`src/hw/rtl/xed_pkg.sv`:
```
`timescale 1ns / 1ps

package xed_pkg;

	localparam int CHAR_W = 21;
	localparam int NAME_N = 6;
	localparam int ACC_W  = 25;

	typedef logic [CHAR_W-1:0] char_t;
	typedef logic [2:0]        name_idx_t;
	typedef logic [7:0]        byte_t;

	localparam char_t CH_AMP  = 21'h000026;
	localparam char_t CH_SEMI = 21'h00003B;
	localparam char_t CH_HASH = 21'h000023;
	localparam char_t CH_X    = 21'h000078;
	localparam char_t CH_0    = 21'h000030;
	localparam char_t CH_9    = 21'h000039;
	localparam char_t CH_LA   = 21'h000061;
	localparam char_t CH_LF   = 21'h000066;
	localparam char_t CH_UA   = 21'h000041;
	localparam char_t CH_UF   = 21'h000046;
	localparam char_t CP_MAX  = 21'h10FFFF;

	typedef enum logic {
		ST_RUN,
		ST_FLUSH
	} ctrl_state_t;

	typedef struct packed {
		logic accept;
		logic flush;
	} dp_cmd_t;

	typedef struct packed {
		logic out_free;
		logic go_flush;
		logic flush_done;
	} dp_status_t;

	function automatic logic [2:0] name_len(input name_idx_t k);
		logic [2:0] n;
		unique case (k)
			3'd0: n = 3'd5;
			3'd1: n = 3'd4;
			3'd2: n = 3'd4;
			3'd3: n = 3'd6;
			3'd4: n = 3'd6;
			3'd5: n = 3'd6;
			default: n = 3'd0;
		endcase
		return n;
	endfunction

	function automatic char_t name_code(input name_idx_t k);
		char_t c;
		unique case (k)
			3'd0: c = 21'h000026;
			3'd1: c = 21'h00003C;
			3'd2: c = 21'h00003E;
			3'd3: c = 21'h000027;
			3'd4: c = 21'h000022;
			3'd5: c = 21'h00000A;
			default: c = '0;
		endcase
		return c;
	endfunction

	function automatic byte_t name_char(input name_idx_t k, input logic [2:0] i);
		logic [0:5][7:0] s;
		unique case (k)
			3'd0: s = {"&amp;", 8'h00};
			3'd1: s = {"&lt;", 16'h0000};
			3'd2: s = {"&gt;", 16'h0000};
			3'd3: s = "&apos;";
			3'd4: s = "&quot;";
			3'd5: s = "&#x0A;";
			default: s = '0;
		endcase
		if (i > 3'd5) begin
			return 8'h00;
		end
		return s[i];
	endfunction

endpackage

```
`src/hw/rtl/xed_ifs.sv`:
```
`timescale 1ns / 1ps

interface xed_in_if;
	logic                  valid;
	logic                  ready;
	logic [xed_pkg::CHAR_W-1:0] char_in;
	logic                  last_in_text;

	modport source(output valid, output char_in, output last_in_text, input ready);
	modport sink(input valid, input char_in, input last_in_text, output ready);
endinterface

interface xed_out_if;
	logic                  valid;
	logic                  ready;
	logic [xed_pkg::CHAR_W-1:0] char_out;
	logic                  run_last;
	logic                  text_end;

	modport source(output valid, output char_out, output run_last, output text_end,
		input ready);
	modport sink(input valid, input char_out, input run_last, input text_end,
		output ready);
endinterface

```
`src/hw/rtl/xed_ctrl.sv`:
```
`timescale 1ns / 1ps

module xed_ctrl (
	input  logic                clk,
	input  logic                arst_n,
	input  logic                in_valid,
	output logic                in_ready,
	input  xed_pkg::dp_status_t st,
	output xed_pkg::dp_cmd_t    cmd
);

	xed_pkg::ctrl_state_t state_q, state_d;

	always_ff @(posedge clk or negedge arst_n) begin
		if (!arst_n) begin
			state_q <= xed_pkg::ST_RUN;
		end else begin
			state_q <= state_d;
		end
	end

	always_comb begin
		state_d  = state_q;
		in_ready = 1'b0;
		cmd      = '0;
		unique case (state_q)
			xed_pkg::ST_RUN: begin
				in_ready   = st.out_free;
				cmd.accept = in_valid && st.out_free;
				if (cmd.accept && st.go_flush) begin
					state_d = xed_pkg::ST_FLUSH;
				end
			end
			xed_pkg::ST_FLUSH: begin
				cmd.flush = 1'b1;
				if (st.flush_done) begin
					state_d = xed_pkg::ST_RUN;
				end
			end
		endcase
	end

endmodule

```
`src/hw/rtl/xed_dpath.sv`:
```
`timescale 1ns / 1ps

module xed_dpath #(
	parameter int MAX_SEQ = 16
) (
	input  logic                clk,
	input  logic                arst_n,
	input  xed_pkg::dp_cmd_t    cmd,
	output xed_pkg::dp_status_t st,
	input  xed_pkg::char_t      char_in,
	input  logic                last_in_text,
	output xed_pkg::char_t      char_out,
	output logic                run_last,
	output logic                text_end,
	output logic                out_valid,
	input  logic                out_ready
);

	localparam int AW = $clog2(MAX_SEQ);
	localparam int CW = xed_pkg::CHAR_W;
	localparam int NN = xed_pkg::NAME_N;
	localparam int XW = xed_pkg::ACC_W;
	localparam logic [AW-1:0] POS_FULL = AW'(MAX_SEQ - 1);

	xed_pkg::char_t seq_mem [MAX_SEQ];

	// sequence tracking
	logic          building_q;
	logic [AW-1:0] pos_q;
	logic [NN-1:0] name_ok_q;
	logic          hash_ok_q, hex_q, bad_q, ndig_q, ovf_q;
	xed_pkg::char_t acc_q;

	// flush read pipeline
	logic [AW-1:0] iss_q, end_q;
	logic          iss_done_q, flush_te_q;
	xed_pkg::char_t rd_data_s1;
	logic          rd_last_s1, data_vld_s1;

	// result register
	logic          out_valid_q, run_last_q, text_end_q;
	xed_pkg::char_t char_out_q;

	logic          is_amp, is_semi, is_hash, dec_d, alpha_d, dig_ok;
	logic [3:0]    dval;
	logic [XW-1:0] acc_w, mul, acc_next;
	logic [NN-1:0] name_step, name_hit;
	logic          any_name, num_ok, hit, go_flush, emit_now, load, rd_en, out_free;
	xed_pkg::char_t name_val, hit_val;

	assign is_amp  = char_in == xed_pkg::CH_AMP;
	assign is_semi = char_in == xed_pkg::CH_SEMI;
	assign is_hash = char_in == xed_pkg::CH_HASH;
	assign dec_d   = char_in >= xed_pkg::CH_0 && char_in <= xed_pkg::CH_9;
	assign alpha_d = (char_in >= xed_pkg::CH_LA && char_in <= xed_pkg::CH_LF) ||
		(char_in >= xed_pkg::CH_UA && char_in <= xed_pkg::CH_UF);
	assign dig_ok  = dec_d || (hex_q && alpha_d);
	assign dval    = dec_d ? char_in[3:0] : 4'(char_in[3:0] + 4'd9);

	assign acc_w    = XW'(acc_q);
	assign mul      = hex_q ? (acc_w << 4) : ((acc_w << 3) + (acc_w << 1));
	assign acc_next = mul + XW'(dval);

	always_comb begin
		name_val = '0;
		for (int k = 0; k < NN; k++) begin
			name_step[k] = name_ok_q[k] &&
				(pos_q < AW'(xed_pkg::name_len(xed_pkg::name_idx_t'(k)))) &&
				(char_in == CW'(xed_pkg::name_char(xed_pkg::name_idx_t'(k), pos_q[2:0])));
			name_hit[k] = name_ok_q[k] &&
				(pos_q == AW'(xed_pkg::name_len(xed_pkg::name_idx_t'(k)) - 3'd1));
		end
		for (int k = NN - 1; k >= 0; k--) begin
			if (name_hit[k]) begin
				name_val = xed_pkg::name_code(xed_pkg::name_idx_t'(k));
			end
		end
	end

	assign any_name = |name_hit;
	assign num_ok   = (pos_q >= AW'(2)) && hash_ok_q && !bad_q && ndig_q && !ovf_q;
	assign hit      = is_semi && (any_name || num_ok);
	assign hit_val  = any_name ? name_val : acc_q;
	assign go_flush = building_q &&
		(is_semi ? !hit : (pos_q == POS_FULL || last_in_text));
	assign emit_now = cmd.accept && (building_q ? hit : (!is_amp || last_in_text));

	assign out_free = !out_valid_q || out_ready;
	assign load     = cmd.flush && data_vld_s1 && out_free;
	assign rd_en    = cmd.flush && !iss_done_q && (!data_vld_s1 || load);

	assign st.out_free   = out_free;
	assign st.go_flush   = go_flush;
	assign st.flush_done = load && rd_last_s1;

	always_ff @(posedge clk or negedge arst_n) begin
		if (!arst_n) begin
			building_q <= 1'b0;
			pos_q      <= '0;
		end else if (cmd.accept) begin
			if (!building_q) begin
				if (is_amp && !last_in_text) begin
					building_q <= 1'b1;
					pos_q      <= AW'(1);
				end
			end else if (hit || go_flush) begin
				building_q <= 1'b0;
				pos_q      <= '0;
			end else begin
				pos_q <= pos_q + AW'(1);
			end
		end
	end

	// reference parse, refreshed at each character accepted outside a sequence
	always_ff @(posedge clk) begin
		if (cmd.accept) begin
			if (!building_q) begin
				name_ok_q <= '1;
				hash_ok_q <= 1'b0;
				hex_q     <= 1'b0;
				bad_q     <= 1'b0;
				ndig_q    <= 1'b0;
				ovf_q     <= 1'b0;
				acc_q     <= '0;
			end else begin
				name_ok_q <= name_step;
				if (pos_q == AW'(1)) begin
					hash_ok_q <= is_hash;
				end else if (pos_q == AW'(2)) begin
					if (char_in == xed_pkg::CH_X) begin
						hex_q <= 1'b1;
					end else if (dec_d) begin
						acc_q  <= CW'(dval);
						ndig_q <= 1'b1;
					end else begin
						bad_q <= 1'b1;
					end
				end else if (dig_ok) begin
					acc_q  <= acc_next[CW-1:0];
					ovf_q  <= ovf_q || (acc_next > XW'(xed_pkg::CP_MAX));
					ndig_q <= 1'b1;
				end else begin
					bad_q <= 1'b1;
				end
			end
		end
	end

	always_ff @(posedge clk) begin
		if (cmd.accept && (building_q || is_amp)) begin
			seq_mem[pos_q] <= char_in;
		end
		if (rd_en) begin
			rd_data_s1 <= seq_mem[iss_q];
			rd_last_s1 <= iss_q == end_q;
		end
		if (cmd.accept && go_flush) begin
			end_q      <= pos_q;
			flush_te_q <= last_in_text;
		end
	end

	always_ff @(posedge clk or negedge arst_n) begin
		if (!arst_n) begin
			iss_q       <= '0;
			iss_done_q  <= 1'b1;
			data_vld_s1 <= 1'b0;
		end else if (cmd.accept && go_flush) begin
			iss_q       <= '0;
			iss_done_q  <= 1'b0;
			data_vld_s1 <= 1'b0;
		end else if (rd_en) begin
			iss_q       <= iss_q + AW'(1);
			iss_done_q  <= iss_q == end_q;
			data_vld_s1 <= 1'b1;
		end else if (load) begin
			data_vld_s1 <= 1'b0;
		end
	end

	always_ff @(posedge clk or negedge arst_n) begin
		if (!arst_n) begin
			out_valid_q <= 1'b0;
		end else if (emit_now || load) begin
			out_valid_q <= 1'b1;
		end else if (out_ready) begin
			out_valid_q <= 1'b0;
		end
	end

	always_ff @(posedge clk) begin
		if (emit_now) begin
			char_out_q <= building_q ? hit_val : char_in;
			run_last_q <= 1'b1;
			text_end_q <= last_in_text;
		end else if (load) begin
			char_out_q <= rd_data_s1;
			run_last_q <= rd_last_s1;
			text_end_q <= rd_last_s1 && flush_te_q;
		end
	end

	assign char_out  = char_out_q;
	assign run_last  = run_last_q;
	assign text_end  = text_end_q;
	assign out_valid = out_valid_q;

`ifndef SYNTHESIS
	a_pos_idle: assert property (@(posedge clk) disable iff (!arst_n)
		!building_q |-> pos_q == '0)
		else $error("buffer position not cleared outside a sequence");
	a_no_accept_in_flush: assert property (@(posedge clk) disable iff (!arst_n)
		cmd.flush |-> !cmd.accept)
		else $error("transaction accepted during flush");
	a_stage_in_flush: assert property (@(posedge clk) disable iff (!arst_n)
		data_vld_s1 |-> cmd.flush)
		else $error("read stage holds data outside flush");
	a_done_exit: assert property (@(posedge clk) disable iff (!arst_n)
		st.flush_done |=> !cmd.flush && !building_q)
		else $error("flush did not end after its last entry");
`endif

endmodule

```
`src/hw/rtl/xml_entity_decoder_top.sv`:
```
`timescale 1ns / 1ps
// a passed or substituted character is registered and presented in the cycle after its transaction
// verbatim flush of n buffered characters: after the closing transaction each entry passes the
// buffer read stage and then the output register; no input is taken until the flush completes
// throughput: 1 character per cycle outside flushes, the output register refilling as it drains
// flushes are read out one entry per cycle, while the output accepts, through the single buffer read port
// reset: arst_n clears the sequence position and flag, the flush pipeline and the output valid flag

module xml_entity_decoder_top #(
	parameter int MAX_SEQ = 16
) (
	input logic       clk,
	input logic       arst_n,
	xed_in_if.sink    raw,
	xed_out_if.source dec
);

	xed_pkg::dp_cmd_t    cmd;
	xed_pkg::dp_status_t st;

	xed_ctrl u_ctrl (
		.clk      (clk),
		.arst_n   (arst_n),
		.in_valid (raw.valid),
		.in_ready (raw.ready),
		.st       (st),
		.cmd      (cmd)
	);

	xed_dpath #(
		.MAX_SEQ (MAX_SEQ)
	) u_dpath (
		.clk          (clk),
		.arst_n       (arst_n),
		.cmd          (cmd),
		.st           (st),
		.char_in      (raw.char_in),
		.last_in_text (raw.last_in_text),
		.char_out     (dec.char_out),
		.run_last     (dec.run_last),
		.text_end     (dec.text_end),
		.out_valid    (dec.valid),
		.out_ready    (dec.ready)
	);

endmodule
```
`src/flat_wrapper.sv`:
```
// flat-port wrapper written by rule: the top's interface ports become plain ports
module xml_entity_decoder_top_flat 
#(
	parameter int MAX_SEQ = 16
)
  (clk, arst_n, raw_valid, raw_char_in, raw_last_in_text, raw_ready, dec_valid, dec_char_out, dec_run_last, dec_text_end, dec_ready);
  xed_in_if raw_i ();
  xed_out_if dec_i ();
  input logic clk;
  input logic arst_n;
  input wire logic [$bits(raw_i.valid)-1:0] raw_valid;
  input wire logic [$bits(raw_i.char_in)-1:0] raw_char_in;
  input wire logic [$bits(raw_i.last_in_text)-1:0] raw_last_in_text;
  output wire logic [$bits(raw_i.ready)-1:0] raw_ready;
  output wire logic [$bits(dec_i.valid)-1:0] dec_valid;
  output wire logic [$bits(dec_i.char_out)-1:0] dec_char_out;
  output wire logic [$bits(dec_i.run_last)-1:0] dec_run_last;
  output wire logic [$bits(dec_i.text_end)-1:0] dec_text_end;
  input wire logic [$bits(dec_i.ready)-1:0] dec_ready;
  assign raw_i.valid = raw_valid;
  assign raw_i.char_in = raw_char_in;
  assign raw_i.last_in_text = raw_last_in_text;
  assign raw_ready = raw_i.ready;
  assign dec_valid = dec_i.valid;
  assign dec_char_out = dec_i.char_out;
  assign dec_run_last = dec_i.run_last;
  assign dec_text_end = dec_i.text_end;
  assign dec_i.ready = dec_ready;
  xml_entity_decoder_top #(.MAX_SEQ(MAX_SEQ)) u_core (.clk(clk), .arst_n(arst_n), .raw(raw_i), .dec(dec_i));
endmodule
```
`config.mk`:
```
export PLATFORM = sky130hd
export DESIGN_NAME = xml_entity_decoder_top_flat
export DESIGN_NICKNAME = d
export VERILOG_FILES = /design/src/hw/rtl/xed_pkg.sv /design/src/hw/rtl/xed_ifs.sv /design/src/hw/rtl/xed_ctrl.sv /design/src/hw/rtl/xed_dpath.sv /design/src/hw/rtl/xml_entity_decoder_top.sv /design/src/flat_wrapper.sv
export SDC_FILE = /design/constraint.sdc
export NUM_CORES = 1
export LEC_CHECK = 0
export ABC_AREA = 1
export ABC_CLOCK_PERIOD_IN_PS = 9260
export BUFFER_PORTS_ARGS = -buffer_cell sky130_fd_sc_hd__buf_2
export CORE_MARGIN = 2
export CORE_UTILIZATION = 35
export DETAILED_ROUTE_END_ITERATION = 8
export PLACE_DENSITY_LB_ADDON = 0.05
export SYNTH_ARGS = -nofsm -noshare
export SYNTH_HDL_FRONTEND = slang
export SYNTH_HIERARCHICAL = 1
export SYNTH_SLANG_ARGS = --single-unit
```
`constraint.sdc`:
```
create_clock -name clk -period 9.26 [get_ports clk]
set_input_delay 1.389 -clock clk [delete_from_list [all_inputs] [get_ports clk]]
set_output_delay 1.389 -clock clk [all_outputs]
set_load 0.05 [all_outputs]
```
Yosys cells after proc, flatten, opt, wreduce, memory -nomap -nowiden
Memories as Yosys holds them, arrays and structs flattened. A register that Yosys moved wholly into a read port is not among the register bits.
Cells that the tools add are included.
W data, S select, Z words.
{"block": "totals", "reg_bits": 74, "mem_bits_rw": 336, "romBits": 384, "output_inout_bits": 25, "n_memories": 7}
{"block": "classes", "add_sub_neg": 5, "magnitude_cmp": 13, "n_eq_ne": 28, "muxes": 81, "bitwise_logic": 2, "n_reduce_logical": 71}
{"name": "u_core.u_dpath.seq_mem", "words": 16, "width": 21, "rd": 1, "rd_ports_with_merged_regs": 1, "write_ports": 1, "line_no": "xed_dpath.sv:25", "text": "xed_pkg::char_t seq_mem [MAX_SEQ];"}
{"name": "(no name shown)", "words": 8, "width": 8, "rd": 1, "rd_ports_with_merged_regs": 0, "write_ports": 0, "line_no": "xed_pkg.sv:83", "text": "return s[i];"}
{"name": "(no name shown)", "words": 8, "width": 8, "rd": 1, "rd_ports_with_merged_regs": 0, "write_ports": 0, "line_no": "xed_pkg.sv:83"}
{"name": "(no name shown)", "words": 8, "width": 8, "rd": 1, "rd_ports_with_merged_regs": 0, "write_ports": 0, "line_no": "xed_pkg.sv:83"}
{"name": "(no name shown)", "words": 8, "width": 8, "rd": 1, "rd_ports_with_merged_regs": 0, "write_ports": 0, "line_no": "xed_pkg.sv:83"}
{"name": "(no name shown)", "words": 8, "width": 8, "rd": 1, "rd_ports_with_merged_regs": 0, "write_ports": 0, "line_no": "xed_pkg.sv:83"}
{"name": "1 more memories"}
{"cell": "$mux W21", "count": 14}
{"cell": "$mux W8", "count": 19}
{"cell": "$eq A21 B8 Y1", "count": 6}
{"cell": "$eq A21 B6 Y1 const B", "count": 3}
{"cell": "$ge A21 B7 Y1 const B", "count": 2}
{"cell": "$le A21 B7 Y1 const B", "count": 2}
{"cell": "$logic_and A1 B1 Y1", "count": 40}
{"cell": "$mux W1", "count": 39}
{"cell": "$mux W4", "count": 7}
{"cell": "$add A24 B22 Y25", "count": 1}
{"cell": "$add A25 B4 Y25", "count": 1}
{"cell": "$gt A25 B21 Y1 const B", "count": 1}
{"cell": "$mux W25", "count": 1}
{"cell": "$eq A21 B7 Y1 const B", "count": 1}
{"cell": "$ge A21 B6 Y1 const B", "count": 1}
{"cell": "$le A21 B6 Y1 const B", "count": 1}
{"cell": "$lt A4 B3 Y1 const B", "count": 3}
{"cell": "$logic_or A1 B1 Y1", "count": 11}
{"cell": "$reduce_and A5 Y1", "count": 2}
{"cell": "$ne A3 B3 Y1 const B", "count": 3}
{"cell": "$add A4 B1 Y4 const B", "count": 2}
{"cell": "$eq A4 B2 Y1 const B", "count": 2}
{"cell": "$eq A4 B3 Y1 const B", "count": 2}
{"cell": "$logic_not A1 Y1", "count": 8}
{"cell": "19 further kinds", "count": 28}

Depth between registers and ports, before layout
Gate-level depths: netlist (run 1).
{"block": "depth", "depth_word": 13, "mapped_depth": 29, "mapped_depth_nobuf": 28}

Cells and area by module
Netlist (run 1), hierarchy kept.
{"mod": "xed_dpath", "n_inst": 1, "cells_per_inst": 1997, "area_each_um2": 20636.0, "seq_area_each_um2": 12843.6}
{"mod": "xed_ctrl", "n_inst": 1, "cells_per_inst": 10, "area_each_um2": 67.6, "seq_area_each_um2": 25.0}

Worst setup path before layout (run 1)
OpenSTA, ideal clock, no wires.
{"block": "synth_timing", "path_kind": "input port to flip-flop", "from": "input port raw_char_in[2]", "to": "register u_core.u_dpath.ovf_q, data pin", "setup_ns": 0.266, "t_arrival_ns": 4.627, "required_ns": 8.994, "slack_ns": 4.368, "stages": 27, "n_path_buf": 1, "cell_sequence": "clkbuf_1 -> inv_1 -> nand3_1 -> inv_1 -> o21ai_0 -> nand2_1 -> nand3_1 -> nand2_1 -> xor2_1 -> inv_1 -> fa_1 -> o21ai_0 -> nand2_1 -> a21oi_2 -> nand3_1 -> nor2_2 -> nand3_1 -> inv_2 -> nand2_2 -> nor2_4 -> nand3b_1 -> nand2_1 -> nand2_1 -> nor2_1 -> nor2_1 -> nor2_1 -> nor2_1"}
{"block": "synth_between", "elab_chain_cells": 9}
{"element": "start, declared", "line_no": "flat_wrapper.sv:12", "text": "input wire logic [$bits(raw_i.char_in)-1:0] raw_char_in;"}
{"element": "$ge A21 B6 Y1 or $le A21 B6 Y1 (tied branches)", "line_no": "xed_dpath.sv:54", "text": "assign dec_d = char_in >= xed_pkg::CH_0 && char_in <= xed_pkg::CH_9;"}
{"element": "$logic_and A1 B1 Y1", "line_no": "xed_dpath.sv:54"}
{"element": "$mux W4 *", "line_no": "xed_dpath.sv:58", "text": "assign dval = dec_d ? char_in[3:0] : 4'(char_in[3:0] + 4'd9);"}
{"element": "$add A25 B4 Y25 *", "line_no": "xed_dpath.sv:62", "text": "assign acc_next = mul + XW'(dval);"}
{"element": "$gt A25 B21 Y1 *", "line_no": "xed_dpath.sv:141", "text": "ovf_q <= ovf_q || (acc_next > XW'(xed_pkg::CP_MAX));"}
{"element": "$logic_or A1 B1 Y1 *", "line_no": "xed_dpath.sv:141"}
{"element": "$mux W1 *", "line_no": "xed_dpath.sv:139", "text": "end else if (dig_ok) begin"}
{"element": "$mux W1 *", "line_no": "xed_dpath.sv:130", "text": "end else if (pos_q == AW'(2)) begin"}
{"element": "$mux W1 *", "line_no": "xed_dpath.sv:128", "text": "if (pos_q == AW'(1)) begin"}
{"element": "end signal, assigned", "line_no": "xed_dpath.sv:141"}
{"element": "end, declared", "line_no": "xed_dpath.sv:31", "text": "logic hash_ok_q, hex_q, bad_q, ndig_q, ovf_q;"}
Mark *: on every way between the ends. The rest lies on a longest branch, timed or not. The select of a mux whose other input is x is not followed.
A chain may end at the register's enable or synchronous reset.

Worst setup path after layout (run 1)
{"block": "layout_timing", "from": "input port raw_char_in[11]", "to": "register u_core.u_dpath.ovf_q, data pin"}
{"block": "layout_between", "elab_chain_cells": 9}
{"element": "$ge A21 B6 Y1 or $le A21 B6 Y1 (tied branches)", "line_no": "xed_dpath.sv:54"}
{"element": "$logic_and A1 B1 Y1 *", "line_no": "xed_dpath.sv:54"}
{"element": "$mux W4 *", "line_no": "xed_dpath.sv:58"}
{"element": "$add A25 B4 Y25 *", "line_no": "xed_dpath.sv:62"}
{"element": "$gt A25 B21 Y1 *", "line_no": "xed_dpath.sv:141"}
{"element": "$logic_or A1 B1 Y1 *", "line_no": "xed_dpath.sv:141"}
{"element": "$mux W1 *", "line_no": "xed_dpath.sv:139"}
{"element": "$mux W1 *", "line_no": "xed_dpath.sv:130"}
{"element": "$mux W1 *", "line_no": "xed_dpath.sv:128"}
Marks and branches as above.

==> results of run 1 <==
==> sequential cells by signal, indices dropped and copies added, names as in the netlist, 4 cells and up <==
signal / count
u_core/u_dpath/acc_q: 21
u_core/u_dpath/char_out: 21
u_core/u_dpath/end_q: 4
u_core/u_dpath/iss_q: 4
u_core/u_dpath/name_ok_q: 6
u_core/u_dpath/pos_q: 4
u_core/u_dpath/rd_data_s1: 21
u_core/u_dpath/seq_mem: 336
==> layout by cell type (no fill, tap or decap), drive strengths merged, types with 2 or more instances in the layout <==
| master | netlist | routed |
|---|---|---|
| o21bai | 3 | 3 |
| clkinv | 8 | 34 |
| clkinvlp | 0 | 3 |
| nand3b | 4 | 4 |
| edfxtp | 417 | 417 |
| nor3 | 19 | 19 |
| a32oi | 2 | 2 |
| a311oi | 2 | 2 |
| inv | 164 | 166 |
| o211ai | 4 | 4 |
| a221oi | 28 | 28 |
| xor2 | 25 | 25 |
| o31ai | 3 | 3 |
| buf | 22 | 75 |
| diode | 0 | 3 |
| a21oi | 89 | 89 |
| o41ai | 4 | 4 |
| nor2 | 236 | 236 |
| bufinv | 0 | 2 |
| a2111oi | 2 | 2 |
| nand3 | 135 | 135 |
| nand2 | 423 | 423 |
| or2 | 12 | 12 |
| o21ai | 156 | 156 |
| clkbuf | 68 | 61 |
| o21a | 2 | 2 |
| fa | 2 | 2 |
| a31oi | 17 | 17 |
| nor4 | 7 | 7 |
| xnor2 | 7 | 7 |
| nand4 | 46 | 46 |
| ha | 34 | 34 |
| dfrtp | 12 | 12 |
| o221ai | 17 | 17 |
| o22ai | 28 | 28 |
==> final cells by class <==
cell class / count / area share, %
Clock buffer: 61 / 5.60
Sequential cell: 431 / 54.9
Clock inverter: 33 / 1.15
Timing Repair Buffer: 75 / 1.87
Inverter: 172 / 2.76
Tap cell: 773 / 4.12
Antenna cell: 3 / 0.0320
Multi-Input combinational cell: 1314 / 29.6
==> metrics by stage <==
step	hold WS, ps	cells	worst slack (ps)
3_5_place_dp	474	2765	2470
5_1_grt	521	2861	2610
4_1_cts	490	2859	3080
3_3_place_gp	465	2765	2600
2_1_floorplan	426	2007	4370
6_report	489	2862	3030
==> routing by layer <==
| metal | part of all wire, % | vias up | wire [microns] | GRT usage (%) |
|---|---|---|---|---|
| met1 | 47 | 7460 | 32100 | 32.4 |
| met5 | 0.019 | - | 13 | 0 |
| li1 | - | 7182 | - | - |
| met4 | 2.7 | 2 | 1820 | 7.31 |
| met2 | 46 | 401 | 31100 | 35.6 |
| met3 | 4.5 | 94 | 3080 | 2.63 |
==> cells by family (layout without fill, tap and decap cells) <==
family,Yosys count,in the layout,share of synthesized area (%)
xor gates and xnor gates,32,32,1.35
adders and majority gates,36,36,2.25
AOI/OAI and AO/OA,362,362,10.5
DFF,431,431,62.2
other,0,3,0
and+or+nand+nor,884,884,18.8
buffers and inverters,262,341,4.97
==> power breakdown <==
group | internal [mW] | switching [mW]
sequential | 2.47 | 0.190
combinational | 0.753 | 2.20
clock | 1.07 | 0.819
total | 4.29 | 3.21
==> worst max-delay path, cell delays in order <==
cell and delay, ps:
buf_2 230, nor2_1 130, inv_1 50, nor4_1 900, inv_1 200, nor2_2 390, nand3_1 370, o21ai_0 370
ha_1 240, inv_1 60, fa_1 390, o21ai_0 260, nand2_1 100, a21oi_2 140, nand3_1 160, nor2_2 130
nand3_1 150, inv_2 110, nand2_2 80, nor2_4 100, nand3b_1 90, nand2_1 100, nand2_1 50, nor2_1 110
nor2_1 50, nor2_1 120, nor2_1 50
==> worst max path at each step <==
stage / from / endpoint / slack [ps] / cells after the start
after detailed placement: raw_char_in[11] / u_core/u_dpath/ovf_q / 2470 / 27
final: raw_char_in[11] / u_core/u_dpath/ovf_q / 3030 / 27
after floorplan: raw_char_in[2] / u_core/u_dpath/ovf_q / 4370 / 27
after global routing: raw_char_in[11] / u_core/u_dpath/ovf_q / 2610 / 27
after global placement: raw_char_in[11] / u_core/u_dpath/ovf_q / 2600 / 27
after CTS: raw_char_in[11] / u_core/u_dpath/ovf_q / 3080 / 27
==> flow_summary.ini, run 1 <==
[place]
portBuffers = 50
place_area_sq_mm = 0.0219
gp_congestion = 0.902
dp.final_hpwl_mm = 42.4

[route]
routed_via_density = 5.29
wl_mm = 68.1
drc = 0
avgRoutedWirePerCell_microns = 23.8
vias = 15100
drt_iter0_markers = 1380
firstDrtPassIters = 5
ant_nets = 0

[floorplanning]
die_width_microns = 247
ioPinCount = 51
core_area_sq_mm = 0.0588
initial_utilization_pct = 35.2
rows = 89
die_h_microns = 247
fp.dieArea_sq_mm = 0.0611

[pwr]
power_mw = 7.50
p_leak_nw = 8.60
ir_worst_vdd_mv = 0.157
powerDensity_mw_per_mm2 = 320

[synthesis]
ys.flop_type = edfxtp_1
seq_area_frac_synth_pct = 62.2
synth_common_cells = edfxtp_1, nand2_1, nor2_1
synth_cell_type_count = 58
avgSynthCellArea_sq_um = 10.3
synth_area_leaders = edfxtp_1, nand2_1, nor2_1
synth_edf_count = 417
ys_ff_latch = 431
synth_top_area_share_pct = 60.5
syn_inst = 2007
syn-cell-area_sq_mm = 0.0207
synth_fp_nets = 2069
yosysWarnings = 6
yosys.area.top_type = edfxtp_1
synthArstFlopShare_pct = 3.02
synth.most_common_cell = edfxtp_1

[clock_tree]
cts_sinks = 431
cts_setup_buffers = 0
clkSlewWorstSetupHoldPaths_ps = 60
cts_buffers = 50
cts_resized = 0
htreeDepth = 2
cts_tree = yes
clockRootBuffer = clkbuf_16
clock_latency_ps = 620
hold_buffers = 0
clockBufferDepth = 3

[critical_path]
required_ps = 9590
timing.rr.start = u_core/u_dpath/pos_q[1]
timing.rr.end = u_core/u_dpath/char_out[6]
crit_fanout = 18
reg2reg_depth = 16
reg2reg_slack_ps = 5320
endpoint_kind = flop
arrival_ps = 6560
path_class = input pin to flop
startpoint_type = input pin

[final_layout]
nets = 2106
drive_gt1_share_pct = 11.8
area.growth.synth_to_final_pct = 13.3
utilization_pct = 39.9
nFillCells = 5767
final_area_sq_mm = 0.0235
seq_area_sq_mm = 0.0129
multi_input_area_sq_mm = 0.00694

[min_path]
holdPathEnd = u_core/u_dpath/run_last
worstHoldStart = u_core/u_dpath/run_last
min_path_type = flop to flop
hold_path_depth = 2

[timing]
finalCriticalPeriod_ps = 6230
setup_viol = 0
relSlewSlack_pct = 22.8
rsz0062_at_grt = no
hold_viol = 0
period_share_pct = 67.2
worst_slew_pin_slew_ps = 1150
worst_clock_skew_ps = 25.7
clock.fmax_mhz = 161
slew_viol_final = 0
tns_ps = 0

[job]
maxCapViolCount = 0

[global_route]
grt_max_degree = 71
grtUsageTotal_pct = 22.6
first_global_vias = 14700
grt-ovfl-total = 0
grt_pass1_wl_mm = 100
antenna_found_initial = 3

[status]
outcome = finished, final reports clean
Note: power is estimated with default switching activity, not from simulation.
==> run 2, diff against run 1 <==
--- a/config.mk
+++ b/config.mk
@@ -6,7 +6,7 @@
 export NUM_CORES = 1
 export LEC_CHECK = 0
 export ABC_AREA = 1
-export ABC_CLOCK_PERIOD_IN_PS = 9260
+export ABC_CLOCK_PERIOD_IN_PS = 5500
 export BUFFER_PORTS_ARGS = -buffer_cell sky130_fd_sc_hd__buf_2
 export CORE_MARGIN = 2
 export CORE_UTILIZATION = 35
==> constraint.sdc (replaced) <==
create_clock -name clk -period 5.5 [get_ports clk]
set_input_delay 0.825 -clock clk [delete_from_list [all_inputs] [get_ports clk]]
set_output_delay 0.825 -clock clk [all_outputs]
set_load 0.05 [all_outputs]
==> flow_summary.ini, run 2 (same netlist as run 1, synthesis figures left out) <==
[status]
outcome = finished, final reports clean

[final_layout]
final_common_cell = edfxtp_1
multi_input_area_sq_mm = 0.00694
area.growth.synth_to_final_pct = 14.3
layout_common_cells = edfxtp_1, nand2_1, nor2_1, o21ai_0, inv_1
largest_register = u_core/u_dpath/seq_mem
nFillCells = 5809
antenna_cells = 0
drive_gt1_share_pct = 13.1
seq_area_sq_mm = 0.0129
largest_register_ffs = 336
nets = 2143

[global_route]
grt_max_degree = 86
grt-ovfl-total = 0
grt_pass1_wl_mm = 103
first_global_vias = 14900
grtUsageTotal_pct = 23.2
antenna_found_initial = 2

[floorplanning]
initial_utilization_pct = 35.2
fp.dieArea_sq_mm = 0.0611
rows = 89
die_width_microns = 247
core_area_sq_mm = 0.0588
ioPinCount = 51
die_h_microns = 247

[clock_tree]
clockRootBuffer = clkbuf_16
cts_buffers = 49
htreeDepth = 2
clkSlewWorstSetupHoldPaths_ps = 60
cts_sinks = 431
clockBufferDepth = 3
hold_buffers = 0
cts_tree = yes
clock_latency_ps = 610
cts_setup_buffers = 0
cts_resized = 0

[job]
maxCapViolCount = 0

[critical_path]
path_class = input pin to flop
crit_fanout = 6
arrival_ps = 4790
slowest_delay_ps = 390
crit_slowest_cell = fa_1
required_ps = 5830
path_common_cell = nor2_1
reg2reg_slack_ps = 1660
startpoint_type = input pin
endpoint_kind = flop

[route]
routed_via_density = 5.28
ant_nets = 0
firstDrtPassIters = 5
wl_mm = 69.8
drt_iter0_markers = 1271
drc = 0
vias = 15300
avgRoutedWirePerCell_microns = 24.1

[timing]
tns_ps = 0
relSlewSlack_pct = 27.1
rsz0062_at_grt = no
finalCriticalPeriod_ps = 4460
setup_viol = 0
slew_viol_final = 0
clock.fmax_mhz = 224
worst_slew_pin_slew_ps = 1080
worst_clock_skew_ps = 22.6
hold_viol = 0
period_share_pct = 81.1
hold_ws_ps = 139
layout_setup_ws_ps = 1040

[min_path]
min_path_type = input pin to async pin

[pwr]
ir_worst_vdd_mv = 0.275
p_leak_nw = 8.77
powerDensity_mw_per_mm2 = 529

[place]
portBuffers = 50
dp.final_hpwl_mm = 44.3
place_ws_ps = 411
gp_congestion = 0.910
==> run 2: changes by cell type in the layout (fill, tap and decap cells not counted) <==
cell / delta
clkinvlp_4: -3
clkbuf_8: +1
clkbuf_1: +3
clkinv_2: -1
buf_12: +4
bufinv_16: -2
diode_2: -3
buf_4: +34
clkbuf_16: -1
clkinv_16: -1
clkinv_8: -1
inv_16: +1
==> run 2: report_power, final <==
group          switching (mW)  internal [mW]  total [mW]
registers               0.302           4.16        4.46
logic                    3.72           1.31        5.03
clock network            1.35           1.68        3.03
==> run 2: metal layers <==
metal / track usage [%] / up-vias / wire, microns
li1: - / 7245 / -
met1: 33.3 / 7592 / 33100
met2: 37.7 / 365 / 32600
met3: 2.42 / 85 / 2640
met4: 5.69 / 0 / 1460
met5: 0 / - / 0
==> run 2: final timing paths <==
check,startpoint,depth (start not counted),to
min,arst_n,1,u_core/u_dpath/iss_q[3]
min reg2reg,u_core/u_dpath/run_last,2,u_core/u_dpath/run_last
max in group asynchronous,arst_n,1,u_core/u_dpath/iss_done_q
min in group clk,raw_last_in_text,1,u_core/u_dpath/flush_te_q
max reg2reg,u_core/u_dpath/pos_q[1],17,u_core/u_dpath/char_out[8]
max,raw_char_in[11],27,u_core/u_dpath/ovf_q
==> run 2: area by class of cell <==
type                            count  area share (%)
Clock buffer                       64            5.55
Clock inverter                     26           0.656
Inverter                          172            2.74
Multi-Input combinational cell   1314            29.3
Sequential cell                   431            54.4
Tap cell                          773            4.09
Timing Repair Buffer              113            3.27
==> run 2: worst max-delay path: cells and delay by family <==
kind                       cells  cell delay [ps]
and+or+nand+nor               17             2030
AOI/OAI and AO/OA              3              690
buffers and inverters          5              620
adders and majority gates      2              620
==> run 2: per-stage QoR <==
stage          total power [mW]  util (%)  cells  instance area (sq um)
2_1_floorplan              7.71         -   2007                  20700
3_3_place_gp               9.60      37.8   2803                  22200
3_5_place_dp               9.57      37.8   2803                  22200
4_1_cts                    12.6      40.3   2893                  23700
5_1_grt                    13.3      40.3   2893                  23700
6_report                   12.5      40.3   2893                  23700
==> run 3, diff against run 2 <==
--- a/config.mk
+++ b/config.mk
@@ -6,7 +6,7 @@
 export NUM_CORES = 1
 export LEC_CHECK = 0
 export ABC_AREA = 1
-export ABC_CLOCK_PERIOD_IN_PS = 5500
+export ABC_CLOCK_PERIOD_IN_PS = 4300
 export BUFFER_PORTS_ARGS = -buffer_cell sky130_fd_sc_hd__buf_2
 export CORE_MARGIN = 2
 export CORE_UTILIZATION = 35
==> constraint.sdc (replaced) <==
create_clock -name clk -period 4.3 [get_ports clk]
set_input_delay 0.645 -clock clk [delete_from_list [all_inputs] [get_ports clk]]
set_output_delay 0.645 -clock clk [all_outputs]
set_load 0.05 [all_outputs]
==> flow_summary.ini, run 3 (same netlist as run 1, synthesis figures left out) <==
[final_layout]
largest_register_ffs = 336
nets = 2193
final_common_cell = edfxtp_1
final_area_sq_mm = 0.0244
layout_common_cells = edfxtp_1, nand2_1, nor2_1, inv_1, o21ai_0
drive_gt1_share_pct = 15.5
largest_register = u_core/u_dpath/seq_mem
antenna_cells = 0
area.growth.synth_to_final_pct = 17.7
utilization_pct = 41.4

[critical_path]
cp_num_buf_inv = 7
crit_family = simple AND/OR/NAND/NOR gates
path_common_cell = nor2_1
timing.rr.start = u_core/u_dpath/acc_q[2]
startpoint_type = input pin
endpoint_kind = flop
reg2reg_slack_ps = 550
path_class = input pin to flop
slowest_delay_ps = 410
required_ps = 4750
crit_slowest_cell = fa_1
reg2reg_depth = 23
timing.rr.end = u_core/u_dpath/ovf_q
crit_fanout = 4
arrival_ps = 4360

[route]
wl_mm = 70.1
avgRoutedWirePerCell_microns = 23.8
routed_via_density = 5.25
drt_iter0_markers = 1269
vias = 15400
drc = 0
ant_nets = 0
firstDrtPassIters = 5

[min_path]
worstHoldStart = raw_last_in_text
hold_path_depth = 1
holdPathEnd = u_core/u_dpath/flush_te_q
min_path_type = input pin to flop

[pwr]
power_mw = 16.3
powerDensity_mw_per_mm2 = 670
ir_worst_vdd_mv = 0.402
p_leak_nw = 9.08

[job]
maxCapViolCount = 0

[global_route]
antenna_found_initial = 2
grt_pass1_wl_mm = 103
grt_max_degree = 175
first_global_vias = 15000
grt-ovfl-total = 0
grtUsageTotal_pct = 23.1

[clock_tree]
clkSlewWorstSetupHoldPaths_ps = 60
clock_latency_ps = 600
htreeDepth = 2
clockRootBuffer = clkbuf_16
cts_sinks = 431
cts_buffers = 49
clockBufferDepth = 3
cts_tree = yes

[timing]
slew_viol_final = 0
setup_viol = 0
period_share_pct = 90.9
worst_clock_skew_ps = 20.5
worst_slew_pin_slew_ps = 937
finalCriticalPeriod_ps = 3910
relSlewSlack_pct = 37.6
clock.fmax_mhz = 256
layout_setup_ws_ps = 389
hold_ws_ps = 254
hold_viol = 0

[place]
portBuffers = 50
dp.final_hpwl_mm = 44.3
place_area_sq_mm = 0.0227
place_ws_ps = -435
gp_congestion = 0.925

[status]
outcome = finished, final reports clean

[floorplanning]
initial_utilization_pct = 35.2
ioPinCount = 51
core_area_sq_mm = 0.0588
die_h_microns = 247
rows = 89
die_width_microns = 247
fp.dieArea_sq_mm = 0.0611
[run 3: cell types whose count changed in the layout (fill, tap and decap cells not counted), sizes merged]
cell	change
buf	+49
bufinv	+2
clkbuf	-2
clkinv	-2
clkinvlp	+3
dlygate4sd3	+1
[run 3: power breakdown]
group	switching [mW]	internal [mW]
registers	0.349	5.31
clock network	1.75	2.32
logic	4.78	1.81
total	6.88	9.44
[run 3: timing repair]
item / 4_1_cts / 5_1_grt
buffers inserted: 0 / 1
hold buffers: 1 / 0
hold endpoints to repair: 12 / 0
resized for setup: 0 / 7
setup endpoints to repair: 0 / 4
[run 3: per-stage QoR]
step,cells,setup TNS (ps)
4_1_cts,2943,0
5_1_grt,2944,-1.25
3_5_place_dp,2851,-1450
6_report,2944,0
2_1_floorplan,2007,0
3_3_place_gp,2851,-1560
[run 3: worst max path at each step]
stage                           end  slack (ps)       startpoint  depth (start not counted)
6_report       u_core/u_dpath/ovf_q         390  raw_char_in[11]                         29
5_1_grt        u_core/u_dpath/ovf_q          -1  raw_char_in[11]                         29
4_1_cts        u_core/u_dpath/ovf_q         190  raw_char_in[14]                         27
3_5_place_dp   u_core/u_dpath/ovf_q        -440  raw_char_in[14]                         27
3_3_place_gp   u_core/u_dpath/ovf_q        -480  raw_char_in[11]                         27
2_1_floorplan  u_core/u_dpath/ovf_q         150   raw_char_in[2]                         27
[run 3: cell type report]
cell class | count | area [sq um]
repair buffers | 163 | 1340
clock inverters | 29 | 245
clock buffers | 62 | 1330
well taps | 773 | 967
fillers | 5764 | 34400
inverters | 172 | 648
multi-input cells | 1314 | 6960
flip-flops and latches | 431 | 12900
[run 3: worst reg2reg max path, cell delays in order (launching register included)]
cell and delay (ps):
edfxtp_1 420, ha_1 350, inv_1 100, fa_1 410, inv_1 180, nand2_1 100, nand2_1 140, nand3_2 100
nand2_1 120, nand2_1 80, nand2_1 70, nand2_1 50, nand3_1 130, nand2_1 190, nor2_2 270, nand2_1 80
nor2_1 200, nand3_1 110, nand2_1 70, nand2_1 50, nor2_1 90, nand2_1 50, nor2_1 90, nor2_1 50
[run 3: routing by layer]
| metal | vias to the layer above | wire length, microns | global-route usage, % |
|---|---|---|---|
| met4 | 0 | 1510 | 5.92 |
| met3 | 91 | 3820 | 3.33 |
| met1 | 7593 | 32100 | 31.8 |
| li1 | 7344 | - | - |
| met2 | 414 | 32700 | 38.1 |
| met5 | - | 0 | 0 |
